$ cat src/rtl/wheel_velocity_pi_controller_top_assert.svh
// Assertion macros shared by the wheel velocity PI controller modules.
// Expects clk and arst_n in the including scope; no other dependencies.
`ifndef WHEEL_VELOCITY_PI_CONTROLLER_TOP_ASSERT_SVH
`define WHEEL_VELOCITY_PI_CONTROLLER_TOP_ASSERT_SVH

// Same-cycle implication, disabled while in reset
`define WVPI_ASSERT_NOW(label, ante, cons, msg) \
	label: assert property (@(posedge clk) disable iff (!arst_n) (ante) |-> (cons)) \
		else $error(msg);

// Next-cycle implication, disabled while in reset
`define WVPI_ASSERT_NEXT(label, ante, cons, msg) \
	label: assert property (@(posedge clk) disable iff (!arst_n) (ante) |=> (cons)) \
		else $error(msg);

`endif

$ cat src/rtl/wvpi_pkg.sv
// Package for the wheel velocity PI controller: types, codes, reset values,
// Q16.16 rounding and saturation helpers. No dependencies.
`timescale 1ns / 1ps

package wvpi_pkg;

	// Request codes on req_type
	typedef enum logic [1:0] {
		REQ_TICK  = 2'd0,
		REQ_SET   = 2'd1,
		REQ_SPEED = 2'd2,
		REQ_NONE  = 2'd3
	} req_t;

	// Result kinds
	typedef enum logic {
		KIND_DRIVE = 1'b0,
		KIND_SPEED = 1'b1
	} kind_t;

	// Configuration register indexes
	typedef enum logic [2:0] {
		CFG_PROP_GAIN       = 3'd0,
		CFG_SETPOINT_WEIGHT = 3'd1,
		CFG_INV_PERIOD      = 3'd2,
		CFG_VEL_FILTER_COEF = 3'd3,
		CFG_REF_FILTER_COEF = 3'd4,
		CFG_INT_GAIN        = 3'd5,
		CFG_TRACK_GAIN      = 3'd6,
		CFG_OUT_LIMIT       = 3'd7
	} cfg_idx_t;

	typedef struct packed {
		logic [30:0] prop_gain;
		logic [17:0] setpoint_weight;
		logic [30:0] inv_period;
		logic [16:0] vel_filter_coef;
		logic [16:0] ref_filter_coef;
		logic [30:0] int_gain;
		logic [30:0] track_gain;
		logic [30:0] out_limit;
	} cfg_t;

	localparam logic [30:0] RST_PROP_GAIN       = 31'd170394;
	localparam logic [17:0] RST_SETPOINT_WEIGHT = 18'd58982;
	localparam logic [30:0] RST_INV_PERIOD      = 31'd655360;
	localparam logic [16:0] RST_VEL_FILTER_COEF = 17'd13107;
	localparam logic [16:0] RST_REF_FILTER_COEF = 17'd13107;
	localparam logic [30:0] RST_INT_GAIN        = 31'd17039;
	localparam logic [30:0] RST_TRACK_GAIN      = 31'd1311;
	localparam logic [30:0] RST_OUT_LIMIT       = 31'd196608;

	localparam logic signed [31:0] WHEEL_RADIUS_Q = 32'sd196608;
	localparam logic signed [17:0] ONE_Q          = 18'sd65536;

	localparam logic signed [49:0] SAT_HI = 50'sd2147483647;
	localparam logic signed [49:0] SAT_LO = -50'sd2147483648;

	// Controller states
	typedef enum logic [3:0] {
		ST_IDLE,
		ST_RAW_MUL,
		ST_RF1,
		ST_RF2,
		ST_Y1,
		ST_Y2,
		ST_Y_SUM,
		ST_PW,
		ST_KP,
		ST_V,
		ST_CLAMP,
		ST_TRACK,
		ST_COMMIT,
		ST_SPD_MUL,
		ST_SPD_OUT
	} state_t;

	// Multiplier operand pairs
	typedef enum logic [3:0] {
		MUL_NONE,
		MUL_D_INV,
		MUL_RS_1MA,
		MUL_RP_A,
		MUL_RAW_1MB,
		MUL_VP_B,
		MUL_BETA_RF,
		MUL_K_PW,
		MUL_IG_E,
		MUL_TG_CORR,
		MUL_VEL_R
	} mul_sel_t;

	// Operations on the registered product
	typedef enum logic [3:0] {
		POST_NONE,
		POST_RAW,
		POST_ACC,
		POST_RF,
		POST_Y,
		POST_PW,
		POST_V,
		POST_CLAMP,
		POST_COMMIT,
		POST_SPEED
	} post_t;

	// Controller to datapath commands
	typedef struct packed {
		mul_sel_t mul_sel;
		post_t    post;
		logic     load_tick;
		logic     set_ref;
	} cmd_t;

	// Round to nearest, halves toward +inf: floor((x + 2^15) / 2^16)
	function automatic logic signed [49:0] rnd_q(input logic signed [65:0] x);
		logic signed [65:0] t;
		t = x + 66'sd32768;
		return t[65:16];
	endfunction

	// Saturate to the signed 32-bit range
	function automatic logic signed [31:0] sat32(input logic signed [49:0] x);
		logic signed [31:0] r;
		if (x > SAT_HI) begin
			r = 32'sh7fffffff;
		end else if (x < SAT_LO) begin
			r = 32'sh80000000;
		end else begin
			r = x[31:0];
		end
		return r;
	endfunction

endpackage

$ cat src/rtl/wvpi_ctrl.sv
// Controller: sequences one item through the shared multiplier and owns
// the input ready and result valid flags. Depends on wvpi_pkg and the
// assertion macro header.
`timescale 1ns / 1ps
`include "wheel_velocity_pi_controller_top_assert.svh"

module wvpi_ctrl
	import wvpi_pkg::*;
(
	input  logic       clk,
	input  logic       arst_n,
	input  logic       in_valid,
	output logic       in_ready,
	input  logic [1:0] req_type,
	input  logic       out_ready,
	output logic       out_valid,
	output cmd_t       cmd
);

	state_t state_q, state_d;
	logic   out_valid_q;
	logic   accept, out_free;

	assign in_ready = (state_q == ST_IDLE);
	assign accept   = in_valid && in_ready;
	assign out_free = !out_valid_q || out_ready;

	// Next state
	always_comb begin
		state_d = state_q;
		unique case (state_q)
			ST_IDLE: begin
				if (accept && req_type == REQ_TICK) begin
					state_d = ST_RAW_MUL;
				end else if (accept && req_type == REQ_SPEED) begin
					state_d = ST_SPD_MUL;
				end
			end
			ST_RAW_MUL: state_d = ST_RF1;
			ST_RF1:     state_d = ST_RF2;
			ST_RF2:     state_d = ST_Y1;
			ST_Y1:      state_d = ST_Y2;
			ST_Y2:      state_d = ST_Y_SUM;
			ST_Y_SUM:   state_d = ST_PW;
			ST_PW:      state_d = ST_KP;
			ST_KP:      state_d = ST_V;
			ST_V:       state_d = ST_CLAMP;
			ST_CLAMP:   state_d = ST_TRACK;
			ST_TRACK:   state_d = ST_COMMIT;
			ST_COMMIT: begin
				if (out_free) begin
					state_d = ST_IDLE;
				end
			end
			ST_SPD_MUL: state_d = ST_SPD_OUT;
			ST_SPD_OUT: begin
				if (out_free) begin
					state_d = ST_IDLE;
				end
			end
			default: state_d = ST_IDLE;
		endcase
	end

	// Datapath commands; product post ops overlap the next multiply
	always_comb begin
		cmd = '{mul_sel: MUL_NONE, post: POST_NONE, load_tick: 1'b0, set_ref: 1'b0};
		unique case (state_q)
			ST_IDLE: begin
				cmd.load_tick = accept && (req_type == REQ_TICK);
				cmd.set_ref   = accept && (req_type == REQ_SET);
			end
			ST_RAW_MUL: cmd.mul_sel = MUL_D_INV;
			ST_RF1: begin
				cmd.post    = POST_RAW;
				cmd.mul_sel = MUL_RS_1MA;
			end
			ST_RF2: begin
				cmd.post    = POST_ACC;
				cmd.mul_sel = MUL_RP_A;
			end
			ST_Y1: begin
				cmd.post    = POST_RF;
				cmd.mul_sel = MUL_RAW_1MB;
			end
			ST_Y2: begin
				cmd.post    = POST_ACC;
				cmd.mul_sel = MUL_VP_B;
			end
			ST_Y_SUM: begin
				cmd.post    = POST_Y;
				cmd.mul_sel = MUL_BETA_RF;
			end
			ST_PW:  cmd.post = POST_PW;
			ST_KP:  cmd.mul_sel = MUL_K_PW;
			ST_V: begin
				cmd.post    = POST_V;
				cmd.mul_sel = MUL_IG_E;
			end
			ST_CLAMP: cmd.post = POST_CLAMP;
			ST_TRACK: cmd.mul_sel = MUL_TG_CORR;
			ST_COMMIT: begin
				if (out_free) begin
					cmd.post = POST_COMMIT;
				end
			end
			ST_SPD_MUL: cmd.mul_sel = MUL_VEL_R;
			ST_SPD_OUT: begin
				if (out_free) begin
					cmd.post = POST_SPEED;
				end
			end
			default: begin
			end
		endcase
	end

	// State and result valid flag
	always_ff @(posedge clk or negedge arst_n) begin
		if (!arst_n) begin
			state_q     <= ST_IDLE;
			out_valid_q <= 1'b0;
		end else begin
			state_q <= state_d;
			if (cmd.post == POST_COMMIT || cmd.post == POST_SPEED) begin
				out_valid_q <= 1'b1;
			end else if (out_ready) begin
				out_valid_q <= 1'b0;
			end
		end
	end

	assign out_valid = out_valid_q;

	`WVPI_ASSERT_NEXT(a_tick_starts, accept && req_type == REQ_TICK,
		state_q == ST_RAW_MUL, "tick did not start sequence")
	`WVPI_ASSERT_NEXT(a_set_stays_idle, accept && req_type == REQ_SET,
		state_q == ST_IDLE, "set item left idle")
	`WVPI_ASSERT_NOW(a_result_from_final, $rose(out_valid_q),
		$past(state_q) == ST_COMMIT || $past(state_q) == ST_SPD_OUT,
		"result raised outside a final step")

endmodule

$ cat config.mk
export PLATFORM = sky130hd
export DESIGN_NAME = wvpi_ctrl
export DESIGN_NICKNAME = d
export VERILOG_FILES = /design/src/rtl/wvpi_pkg.sv /design/src/rtl/wvpi_ctrl.sv
export VERILOG_INCLUDE_DIRS = /design/src /design/src/rtl
export SDC_FILE = /design/constraint.sdc
export NUM_CORES = 1
export LEC_CHECK = 0
export BUFFER_PORTS_ARGS = -buffer_cell sky130_fd_sc_hd__buf_2
export CORE_AREA = 2 2 39 41
export CTS_CLUSTER_DIAMETER = 30
export CTS_CLUSTER_SIZE = 40
export DETAILED_ROUTE_END_ITERATION = 16
export DIE_AREA = 0 0 41 43
export SLEW_MARGIN = 5
export SYNTH_ARGS = -nofsm -noshare
export SYNTH_HDL_FRONTEND = slang
export SYNTH_SLANG_ARGS = --single-unit
$ cat constraint.sdc
create_clock -name clk -period 1.37 [get_ports clk]
set_input_delay 0.274 -clock clk [delete_from_list [all_inputs] [get_ports clk]]
set_output_delay 0.274 -clock clk [all_outputs]
set_load 0.05 [all_outputs]
==> impl_metrics.toml <==
[outcome]
outcome = "finished, violations left"
violations = "negative setup slack"

[logic_synthesis]
synth_cell_type_count = 31
synthDominantAreaCellType = "sky130_fd_sc_hd__dfrtp_1"
synthesis.yosys.warnings = 0
mappedNetlistArea_um2 = 470
ys_seq_area_share_pct = 26.6
postSynthAreaPerCell_um2 = 7.71
ys_top_cells_by_area = "sky130_fd_sc_hd__dfrtp_1 27%, sky130_fd_sc_hd__nand2b_1 6.6%, sky130_fd_sc_hd__nand2_1 5.6%, sky130_fd_sc_hd__buf_6 4.8%, sky130_fd_sc_hd__nor2_1 4.8%"
post_syn_instances = 61
yosys_register_bits = 5
synth_nets = 67
top_area_cell_type_share_of_the_netlist_area_pct = 26.6

[clocking]
cts-root-buf = "sky130_fd_sc_hd__clkbuf_4"
htree_num_levels = 1
worstSkewPairLatency_ps = 240
cts.clk_slew.worst_paths_ps = 40
tritoncts = "yes"
numCtsBuffers = 3
cts_buffer_depth = 2
tritoncts_num_sinks = 5

[routing]
routed_via_count = 647
route.detailed.wl_per_inst_um = 14.0
detail_route.iter0.violations = 15
via_density = 5.26
routed_wirelength_um = 1730
drc = 0
detailedRoute.firstPassIterationCount = 4
ant_nets = 0

[job]
drv.max_cap_violation_count = 0

[layout]
leading_cell_type_in_the_layout_fill_and_taps_excluded = "sky130_fd_sc_hd__buf_4"
drive_gt1_share_pct = 75.7
most-common-layout-cells = "21 x sky130_fd_sc_hd__buf_4, 17 x sky130_fd_sc_hd__buf_6, 6 x sky130_fd_sc_hd__buf_2"
nets = 114
antenna_cells = 0
synthToLayoutAreaGrowth_pct = 131

[worst_hold_path]
min_path_type = "input pin to flip-flop"

[setup_path]
crit_path_largest_cell_delay_ps = 470
timing.critical_path.to_type = "output port"
cp.required_ps = 1100
critical_path_peak_fanout = 8
setup.worst_path.class = "flip-flop to output port"
crit_path_top_delay_cell = "sky130_fd_sc_hd__dfrtp_2"
cp-start-kind = "flip-flop"
crit_family = "flip-flops"
sequence_of_cells_on_the_critical_path = "xor2_2 -> nor2_2 -> o32ai_4 -> buf_6"
worst-endpoint-arrival_ps = 1440
path_buf_inv = 1

[timing]
clock_skew_ps = 1.29
timing_max_transition_violations_final = 0
timing.final.crit_share_pct = 125
maxSlewHeadroom_pct = 75.7
setup_ws_ps = -341
hold_viol = 0
transition_at_the_pin_with_the_smallest_max_transition_slack_ps = 364
setup_viol = 14
timing.final.crit_period_ps = 1710
rsz0062_at_grt = "yes"
max_clock_freq_mhz = 584

[floorplan]
rows = 14
design.portCount = 18
floorplan.die_area_mm2 = 0.00176
initial_core_util_pct = 34.0
floorplan.die.height_um = 43
coreArea_mm2 = 0.00138
die_width_um = 41

[placement]
placement.io_buffers = 17
pre_cts_slack_ps = -238
dp_hpwl_um = 1130
place.gp.congestion = 0.849

[grt]
grt_use_total_pct = 22.7
grt_overflow_total = 0
grt_first_pass_wirelength_um = 2710
grt_start_max_net_pins = 9
antenna_found_initial = 0
first_global_vias = 634
metal layers:
layer / routed length [um] / up-vias / GRT usage (%)
li1: - / 318 / -
met1: 668 / 310 / 26.4
met2: 975 / 17 / 39.1
met3: 65 / 2 / 6.81
met4: 16 / 0 / 4.00
met5: 0 / - / 0
synth_stat cells:
cell type,number
sky130_fd_sc_hd__a221o_1,1
sky130_fd_sc_hd__nor2_2,1
sky130_fd_sc_hd__o211ai_1,1
sky130_fd_sc_hd__buf_2,1
sky130_fd_sc_hd__nor2b_1,1
sky130_fd_sc_hd__a32o_1,2
sky130_fd_sc_hd__or3_1,1
sky130_fd_sc_hd__o211a_1,1
sky130_fd_sc_hd__o2bb2ai_1,1
sky130_fd_sc_hd__o31ai_1,1
sky130_fd_sc_hd__a21oi_1,3
sky130_fd_sc_hd__or2b_1,1
sky130_fd_sc_hd__inv_1,4
sky130_fd_sc_hd__a221oi_1,1
sky130_fd_sc_hd__and2b_1,1
sky130_fd_sc_hd__nor3b_1,1
sky130_fd_sc_hd__a211oi_1,1
sky130_fd_sc_hd__dfrtp_1,5
sky130_fd_sc_hd__nand2_1,7
sky130_fd_sc_hd__o32ai_1,1
sky130_fd_sc_hd__nor3_1,2
sky130_fd_sc_hd__o21ai_0,1
sky130_fd_sc_hd__buf_6,2
sky130_fd_sc_hd__a31oi_1,1
sky130_fd_sc_hd__o22ai_1,3
sky130_fd_sc_hd__nand2b_1,5
sky130_fd_sc_hd__buf_4,1
sky130_fd_sc_hd__a21boi_0,1
sky130_fd_sc_hd__nand3_1,1
sky130_fd_sc_hd__xor2_1,2
sky130_fd_sc_hd__nor2_1,6
logic make-up (layout without fill, tap and decap cells):
logic type | after synthesis | count (layout) | share of synthesized area [%]
AO/OA/AOI/OAI | 19 | 19 | 30.1
XOR/XNOR | 2 | 2 | 3.72
buffers and inverters | 8 | 54 | 10.6
flip-flops | 5 | 5 | 26.6
AND/OR/NAND/NOR | 27 | 27 | 29.0
final timing paths:
check	startpoint	depth (start not counted)	slack, ps	to
min reg2reg	out_valid$_DFFE_PN0P_	2	550	out_valid$_DFFE_PN0P_
max	state_q[0]$_DFFE_PN0P_	4	-340	cmd[3]
min in group asynchronous	arst_n	2	380	state_q[1]$_DFFE_PN0P_
max reg2reg	state_q[2]$_DFFE_PN0P_	5	-100	state_q[3]$_DFFE_PN0P_
max in group asynchronous	arst_n	2	850	state_q[0]$_DFFE_PN0P_
min	out_ready	3	360	out_valid$_DFFE_PN0P_
what timing repair did:
action                                 4_1_cts  5_1_grt
setup buffers                                9        2
setup endpoints to repair                   14       14
endpoints found under the hold margin        5        0
gates resized for setup                     40       11
hold buffers                                 1        0
gates cloned                                 0        0
pin swaps                                    7        4
worst register-to-register path, delay by kind of cell (launching register included):
| family | cells | cell delay [ps] |
|---|---|---|
| AND/OR/NAND/NOR | 1 | 340 |
| flip-flops | 1 | 430 |
| buffers and inverters | 2 | 310 |
| AO/OA/AOI/OAI | 2 | 250 |
state kept, by name (all words and copies together) (netlist names):
| register | flops |
|---|---|
| out_valid | 1 |
| state_q | 4 |
final cells by class:
| cell class | count | area [um2] |
|---|---|---|
| well taps | 16 | 20.0 |
| inverters | 4 | 20.0 |
| repair buffers | 46 | 404 |
| fillers | 93 | 295 |
| multi-input cells | 48 | 488 |
| clock buffers | 4 | 26.3 |
| flip-flops and latches | 5 | 130 |
stage by stage:
step / cells / setup TNS [ps] / hold slack [ps] / area (um2) / util [%]
floorplan: 61 / -1080 / -21.6 / 598 / -
global placement: 107 / -2190 / 94.0 / 790 / 57.1
detailed placement: 107 / -2280 / 94.8 / 790 / 57.1
CTS: 121 / -3230 / 321 / 1020 / 73.4
global route: 123 / -3920 / 375 / 1090 / 78.7
finish: 123 / -3180 / 365 / 1090 / 78.7
Power is not shown: default switching activity piles up to over one toggle a cycle in this logic, so the estimate is an artifact.
