[config.mk]
export PLATFORM = sky130hd
export DESIGN_NAME = wvpi_cfg_regs
export DESIGN_NICKNAME = d
export VERILOG_FILES = /design/src/rtl/wheel_velocity_pi_controller_top_assert.svh /design/src/rtl/wvpi_pkg.sv /design/src/rtl/wvpi_cfg_regs.sv
export SDC_FILE = /design/constraint.sdc
export NUM_CORES = 1
export LEC_CHECK = 0
export BUFFER_PORTS_ARGS = -buffer_cell sky130_fd_sc_hd__buf_2
export CORE_MARGIN = 3
export CORE_UTILIZATION = 33
export CTS_CLUSTER_SIZE = 30
export DETAILED_ROUTE_END_ITERATION = 10
export PLACE_DENSITY_LB_ADDON = 0.05
export SYNTH_ARGS = -nofsm -noshare
export SYNTH_HDL_FRONTEND = slang
export SYNTH_SLANG_ARGS = --single-unit
[constraint.sdc]
create_clock -name clk -period 1.4 [get_ports clk]
set_input_delay 0 -clock clk [delete_from_list [all_inputs] [get_ports clk]]
set_output_delay 0 -clock clk [all_outputs]
set_load 0.1 [all_outputs]
[src/rtl/wheel_velocity_pi_controller_top_assert.svh]
// Assertion macros shared by the wheel velocity PI controller modules.
// Expects clk and arst_n in the including scope; no other dependencies.
`ifndef WHEEL_VELOCITY_PI_CONTROLLER_TOP_ASSERT_SVH
`define WHEEL_VELOCITY_PI_CONTROLLER_TOP_ASSERT_SVH

// Same-cycle implication, disabled while in reset
`define WVPI_ASSERT_NOW(label, ante, cons, msg) \
	label: assert property (@(posedge clk) disable iff (!arst_n) (ante) |-> (cons)) \
		else $error(msg);

// Next-cycle implication, disabled while in reset
`define WVPI_ASSERT_NEXT(label, ante, cons, msg) \
	label: assert property (@(posedge clk) disable iff (!arst_n) (ante) |=> (cons)) \
		else $error(msg);

`endif

[src/rtl/wvpi_pkg.sv]
// Package for the wheel velocity PI controller: types, codes, reset values,
// Q16.16 rounding and saturation helpers. No dependencies.
`timescale 1ns / 1ps

package wvpi_pkg;

	// Request codes on req_type
	typedef enum logic [1:0] {
		REQ_TICK  = 2'd0,
		REQ_SET   = 2'd1,
		REQ_SPEED = 2'd2,
		REQ_NONE  = 2'd3
	} req_t;

	// Result kinds
	typedef enum logic {
		KIND_DRIVE = 1'b0,
		KIND_SPEED = 1'b1
	} kind_t;

	// Configuration register indexes
	typedef enum logic [2:0] {
		CFG_PROP_GAIN       = 3'd0,
		CFG_SETPOINT_WEIGHT = 3'd1,
		CFG_INV_PERIOD      = 3'd2,
		CFG_VEL_FILTER_COEF = 3'd3,
		CFG_REF_FILTER_COEF = 3'd4,
		CFG_INT_GAIN        = 3'd5,
		CFG_TRACK_GAIN      = 3'd6,
		CFG_OUT_LIMIT       = 3'd7
	} cfg_idx_t;

	typedef struct packed {
		logic [30:0] prop_gain;
		logic [17:0] setpoint_weight;
		logic [30:0] inv_period;
		logic [16:0] vel_filter_coef;
		logic [16:0] ref_filter_coef;
		logic [30:0] int_gain;
		logic [30:0] track_gain;
		logic [30:0] out_limit;
	} cfg_t;

	localparam logic [30:0] RST_PROP_GAIN       = 31'd170394;
	localparam logic [17:0] RST_SETPOINT_WEIGHT = 18'd58982;
	localparam logic [30:0] RST_INV_PERIOD      = 31'd655360;
	localparam logic [16:0] RST_VEL_FILTER_COEF = 17'd13107;
	localparam logic [16:0] RST_REF_FILTER_COEF = 17'd13107;
	localparam logic [30:0] RST_INT_GAIN        = 31'd17039;
	localparam logic [30:0] RST_TRACK_GAIN      = 31'd1311;
	localparam logic [30:0] RST_OUT_LIMIT       = 31'd196608;

	localparam logic signed [31:0] WHEEL_RADIUS_Q = 32'sd196608;
	localparam logic signed [17:0] ONE_Q          = 18'sd65536;

	localparam logic signed [49:0] SAT_HI = 50'sd2147483647;
	localparam logic signed [49:0] SAT_LO = -50'sd2147483648;

	// Controller states
	typedef enum logic [3:0] {
		ST_IDLE,
		ST_RAW_MUL,
		ST_RF1,
		ST_RF2,
		ST_Y1,
		ST_Y2,
		ST_Y_SUM,
		ST_PW,
		ST_KP,
		ST_V,
		ST_CLAMP,
		ST_TRACK,
		ST_COMMIT,
		ST_SPD_MUL,
		ST_SPD_OUT
	} state_t;

	// Multiplier operand pairs
	typedef enum logic [3:0] {
		MUL_NONE,
		MUL_D_INV,
		MUL_RS_1MA,
		MUL_RP_A,
		MUL_RAW_1MB,
		MUL_VP_B,
		MUL_BETA_RF,
		MUL_K_PW,
		MUL_IG_E,
		MUL_TG_CORR,
		MUL_VEL_R
	} mul_sel_t;

	// Operations on the registered product
	typedef enum logic [3:0] {
		POST_NONE,
		POST_RAW,
		POST_ACC,
		POST_RF,
		POST_Y,
		POST_PW,
		POST_V,
		POST_CLAMP,
		POST_COMMIT,
		POST_SPEED
	} post_t;

	// Controller to datapath commands
	typedef struct packed {
		mul_sel_t mul_sel;
		post_t    post;
		logic     load_tick;
		logic     set_ref;
	} cmd_t;

	// Round to nearest, halves toward +inf: floor((x + 2^15) / 2^16)
	function automatic logic signed [49:0] rnd_q(input logic signed [65:0] x);
		logic signed [65:0] t;
		t = x + 66'sd32768;
		return t[65:16];
	endfunction

	// Saturate to the signed 32-bit range
	function automatic logic signed [31:0] sat32(input logic signed [49:0] x);
		logic signed [31:0] r;
		if (x > SAT_HI) begin
			r = 32'sh7fffffff;
		end else if (x < SAT_LO) begin
			r = 32'sh80000000;
		end else begin
			r = x[31:0];
		end
		return r;
	endfunction

endpackage

[src/rtl/wvpi_cfg_regs.sv]
// Configuration register file: write decode, width masking, reset values.
// Depends on wvpi_pkg.
`timescale 1ns / 1ps

module wvpi_cfg_regs
	import wvpi_pkg::*;
(
	input  logic        clk,
	input  logic        arst_n,
	input  logic        cfg_we,
	input  logic [2:0]  cfg_idx,
	input  logic [30:0] cfg_wdata,
	output cfg_t        cfg
);

	cfg_t cfg_q;

	// Register writes; narrower fields keep the low bits
	always_ff @(posedge clk or negedge arst_n) begin
		if (!arst_n) begin
			cfg_q.prop_gain       <= RST_PROP_GAIN;
			cfg_q.setpoint_weight <= RST_SETPOINT_WEIGHT;
			cfg_q.inv_period      <= RST_INV_PERIOD;
			cfg_q.vel_filter_coef <= RST_VEL_FILTER_COEF;
			cfg_q.ref_filter_coef <= RST_REF_FILTER_COEF;
			cfg_q.int_gain        <= RST_INT_GAIN;
			cfg_q.track_gain      <= RST_TRACK_GAIN;
			cfg_q.out_limit       <= RST_OUT_LIMIT;
		end else if (cfg_we) begin
			unique case (cfg_idx_t'(cfg_idx))
				CFG_PROP_GAIN:       cfg_q.prop_gain       <= cfg_wdata;
				CFG_SETPOINT_WEIGHT: cfg_q.setpoint_weight <= cfg_wdata[17:0];
				CFG_INV_PERIOD:      cfg_q.inv_period      <= cfg_wdata;
				CFG_VEL_FILTER_COEF: cfg_q.vel_filter_coef <= cfg_wdata[16:0];
				CFG_REF_FILTER_COEF: cfg_q.ref_filter_coef <= cfg_wdata[16:0];
				CFG_INT_GAIN:        cfg_q.int_gain        <= cfg_wdata;
				CFG_TRACK_GAIN:      cfg_q.track_gain      <= cfg_wdata;
				CFG_OUT_LIMIT:       cfg_q.out_limit       <= cfg_wdata;
				default: begin
				end
			endcase
		end
	end

	assign cfg = cfg_q;

endmodule

==> results_dict.tcl, run 1 <==
set metrics [dict create \
    yosys-top-cells-area "dfrtp_1 50%, mux2_2 29%, dfstp_2 18%, buf_2 1.0%, mux2_1 0.58%" \
    slew_headroom_pct 50.80 \
    synth-async-reset-ratio_pct 100.0 \
    timing.final.crit_share_pct 96.28 \
    crit_type "reg2out" \
    area_delta_synth_final_pct 38.07 \
    final_cell_area_um2 10750 \
    yosys_warnings 0 \
    die_h_um 159.6 \
    antenna_found_initial 0 \
    synth_top_area_cell "dfrtp_1" \
    avgViaCountPerCell 4.593 \
    skew_ns 0 \
    cp-startpoint "cfg[12]$_DFFE_PN0P_" \
    maxSlewViolCount 0 \
    cts_made_buffers 24 \
    crit_fanout 2 \
    yosys-top-cells-count "203 x mux2_2, 155 x dfrtp_1, 52 x dfstp_2" \
    path_clk_slew_ns 0.05 \
    drt_pre_antenna_iters 4 \
    root_buffer "clkbuf_16" \
    status "complete, no violations" \
    rsz0062_at_grt "false" \
    crit_cells 1 \
    port_buffers 243 \
    reg2reg_from "cfg[12]$_DFFE_PN0P_" \
    ys_seq_elements 207 \
    drc 0 \
    worstMarginPinSlew_ns 0.7380 \
    fin_tns_setup_ns 0 \
    endpoint_kind "primary output" \
    antennaDiodeCount 0 \
    synthesis.instances 443 \
    synth_enable_flop_cells 0 \
    floorplan.initialDensity_pct 33.96 \
    cp.required_ns 1.40 \
    crit_path_max_incr_delay_ns 0.45 \
    crit_path_end "cfg[12]" \
    grt.total_usage_pct 16.30 \
    worstReg2RegEnd "cfg[12]$_DFFE_PN0P_" \
    die_w_um 159.6 \
    largest_register_ffs 207 \
    max_cap_violations 0 \
    place_area_um2 9548 \
    dr_total_vias 4901 \
    hold_class "in2async" \
    pin_count 244 \
    fill_cells 2108 \
    yosysSeqAreaShare_pct 67.40 \
    cts_setup_buffers 0 \
    max_freq_mhz 741.8 \
    cts.path.max_buffers 3 \
    hold_viol_final 0 \
    cpLargestDelayFamily "buffers and inverters" \
    wl_um 21160 \
    dieArea_um2 25460 \
    place_inst 992 \
    grt_pass1_wl_um 32670 \
    grt_max_degree 91 \
    syn-num-nets 480 \
    grt-ovfl-total 0 \
    slowest_stage "buf_2" \
    ys_types 12 \
    worst_skew_pair.late_latency_ns 0.49 \
    cts_sinks 207 \
    cp-start-kind "flip-flop" \
    htreeDepth 1 \
    syn_area_um2 7782 \
    synth-main-ff-cell "dfrtp_1" \
    worst-path-buf-inv 1 \
    nets 774 \
    setup_viol 0 \
    yosysMostFrequentCell "mux2_2" \
    cts_tree "built" \
    cp.arrival_ns 1.35 \
    drt_iter0_markers 142 \
    finalCriticalPeriod_ns 1.348 \
    path_cells "buf_2" \
    finalNonFillerCells 1067 \
    post_drt_wl_per_cell_um 19.83 \
    drive_gt1_share_pct 72.94 \
    yosysTopAreaCellShare_pct 49.84 \
    core_um2 22920 \
    avgSynthCellArea_um2 17.57 \
    reg2reg_depth 1 \
    ant_nets 0 \
    routabilityCongestion 0.7159 \
    r2r_setup_slack_ns 0.60 \
    row_count 55 \
    grt_pass1_vias 5308 \
    dp_hpwl_um 14070 \
]
metal layers:
| layer | part of all wire [%] | up-vias | GRT usage (%) |
|---|---|---|---|
| li1 | - | 2177 | - |
| met1 | 44 | 2541 | 21.25 |
| met2 | 47 | 158 | 26.99 |
| met3 | 7.1 | 25 | 4.813 |
| met4 | 1.5 | 0 | 3.661 |
| met5 | 0 | - | 0 |
through the flow:
stage / hold WS [ns] / setup slack (ns) / util [%]
floorplan: -0.2956 / 0.1200 / -
global placement: 0.05471 / 0.1322 / 41.67
detailed placement: 0.06113 / 0.1121 / 41.67
CTS: 0.09311 / 0.02252 / 46.89
global route: 0.1034 / 0.007339 / 46.89
finish: 0.09427 / 0.05201 / 46.89
cell type report:
type,instances,area [um2],area share (%)
timing repair buffer,289,1918,17.85
sequential,207,5245,48.81
multi-input combinational,215,2444,22.74
clock inverter,3,15.01,0.1397
clock buffer,40,732.0,6.812
tap,313,391.6,3.645
cells by family after synthesis:
kind of cell | Yosys count | synth area share [%]
AND/OR/NAND/NOR | 8 | 1.141
flip-flops | 207 | 67.40
multiplexers | 207 | 29.95
buffers and inverters | 21 | 1.511
what timing repair did:
| item | 4_1_cts | 5_1_grt |
|---|---|---|
| hold buffers | 32 | 0 |
| gates resized for setup | 52 | 0 |
| endpoints found under the setup margin | 52 | 0 |
| hold endpoints to repair | 406 | 0 |
placed cells by master, fill, tap and decap left out:
master and n:
dfstp_2 52, nand4_1 1, mux2_2 203, and4bb_2 2, mux2_1 4, clkbuf_8 6, nor4bb_4 1, nor4b_4 1
dlygate4sd3_1 32, buf_12 11, clkinv_2 3, dfrtp_1 155, nand4b_2 1, buf_2 190, buf_4 55, clkbuf_1 10
nand4b_1 2, clkbuf_16 25
how the worst min path moves through the flow:
stage           start  depth (start not counted)                    to
2_1_floorplan  arst_n                          0    cfg[0]$_DFFE_PN0P_
3_3_place_gp   arst_n                          2   cfg[10]$_DFFE_PN0P_
3_5_place_dp   arst_n                          2   cfg[15]$_DFFE_PN0P_
4_1_cts        arst_n                          3  cfg[137]$_DFFE_PN0P_
5_1_grt        arst_n                          3   cfg[10]$_DFFE_PN0P_
6_report       arst_n                          3  cfg[137]$_DFFE_PN0P_
Power of run 1 is not shown: default switching activity piles up to over one toggle a cycle in this logic, so the estimate is an artifact.
==> run 2, diff against run 1 <==
--- a/config.mk
+++ b/config.mk
@@ -7,7 +7,7 @@
 export LEC_CHECK = 0
 export BUFFER_PORTS_ARGS = -buffer_cell sky130_fd_sc_hd__buf_2
 export CORE_MARGIN = 3
-export CORE_UTILIZATION = 33
+export CORE_UTILIZATION = 40
 export CTS_CLUSTER_SIZE = 30
 export DETAILED_ROUTE_END_ITERATION = 10
 export PLACE_DENSITY_LB_ADDON = 0.05
==> run 2 against run 1 <==
  * Clock skew is the same
  * Cell area is 0.38% lower
  * Worst hold slack worse by 0.085 ns
  * Cell count down 4.5%
  * Critical path type unchanged
  * Highest routed layer unchanged
==> results_dict.tcl, run 2 (synthesized netlist as in run 1, its figures left out) <==
set metrics [dict create \
    crit_path_max_incr_delay_ns 0.54 \
    finalCriticalPeriod_ns 1.321 \
    nets 780 \
    pin_count 244 \
    cts_tree "built" \
    status "complete, no violations" \
    cts_made_buffers 23 \
    port_buffers 243 \
    drc 0 \
    endpoint_kind "primary output" \
    r2r_setup_slack_ns 0.61 \
    final_cell_mix "203 x mux2_2, 190 x buf_2, 155 x dfrtp_1" \
    cts_sinks 207 \
    slowest_stage "dfstp_2" \
    largest_register_ffs 207 \
    maxSlewViolCount 0 \
    grt_pass1_wl_um 31190 \
    wl_um 19950 \
    grt_pass1_vias 5202 \
    worst-path-buf-inv 1 \
    drt_iter0_markers 151 \
    skew_ns 0 \
    post_drt_wl_per_cell_um 19.57 \
    die_h_um 145.5 \
    grt_max_degree 46 \
    ant_nets 0 \
    crit_fanout 2 \
    dp_hpwl_um 13770 \
    cp.arrival_ns 1.32 \
    dr_total_vias 4881 \
    routabilityCongestion 0.7461 \
    slew_headroom_pct 65.50 \
    cts.path.max_buffers 3 \
    dieArea_um2 21170 \
    crit_type "reg2out" \
    worst_skew_pair.late_latency_ns 0.48 \
    htreeDepth 1 \
    max_cap_violations 0 \
    layout_commonest_cell "mux2_2" \
    hold_viol_final 0 \
    area_delta_synth_final_pct 37.54 \
    antenna_found_initial 0 \
    avgViaCountPerCell 4.790 \
    grt-ovfl-total 0 \
    cts_setup_buffers 0 \
    rsz0062_at_grt "false" \
    worstMarginPinSlew_ns 0.5211 \
    cp.required_ns 1.40 \
    cp-start-kind "flip-flop" \
    path_clk_slew_ns 0.06 \
    path_cells "buf_4" \
    max_freq_mhz 756.8 \
    row_count 50 \
    fin_tns_setup_ns 0 \
    cpLargestDelayFamily "flip-flops" \
    core_um2 18890 \
    hold_class "in2async" \
    setup_viol 0 \
    die_w_um 145.5 \
    drt_pre_antenna_iters 4 \
    timing.final.crit_share_pct 94.38 \
    root_buffer "clkbuf_16" \
    floorplan.initialDensity_pct 41.19 \
    grt.total_usage_pct 18.38 \
    antennaDiodeCount 0 \
    drive_gt1_share_pct 73.91 \
]
run 2: final timing paths:
path,endpoint,from,cells past startpoint
max in group asynchronous,cfg[65]$_DFFE_PN1P_,arst_n,3
min in group clk,cfg[114]$_DFFE_PN1P_,cfg_we,4
min,cfg[83]$_DFFE_PN0P_,arst_n,2
max reg2reg,cfg[196]$_DFFE_PN0P_,cfg[196]$_DFFE_PN0P_,1
max,cfg[180],cfg[180]$_DFFE_PN1P_,1
min reg2reg,cfg[132]$_DFFE_PN0P_,cfg[132]$_DFFE_PN0P_,1
run 2: metal layers:
layer / share of wire [%] / track usage [%] / vias to the layer above / wire length (um)
met3: 6.7 / 5.107 / 24 / 1346
met1: 43 / 24.58 / 2499 / 8634
li1: - / - / 2188 / -
met2: 48 / 30.22 / 170 / 9657
met5: 0 / 0 / - / 0
met4: 1.5 / 4.084 / 0 / 306
run 2: final cells by class:
cell class / count / area [um2]
fill: 1582 / 8189
sequential: 207 / 5245
multi-input combinational: 215 / 2444
timing repair buffer: 296 / 1958
clock buffer: 32 / 659.4
tap: 260 / 325.3
clock inverter: 9 / 72.57
run 2: stage by stage:
step	hold WS, ns	util (%)	cell area, um2	instances	setup slack [ns]
3_3_place_gp	-0.04136	50.40	9522	946	0.1488
2_1_floorplan	-0.2956	-	7782	443	0.1200
4_1_cts	0.01730	56.66	10700	1019	0.05488
6_report	0.008969	56.66	10700	1019	0.07869
5_1_grt	0.02934	56.66	10700	1019	0.02692
3_5_place_dp	-0.03518	50.40	9522	946	0.1163
run 2: what timing repair did:
item,4_1_cts,5_1_grt
hold buffers,32,0
resized for setup,52,0
endpoints found under the setup margin,52,0
endpoints found under the hold margin,369,0
Power of run 2 is left out for the same reason.
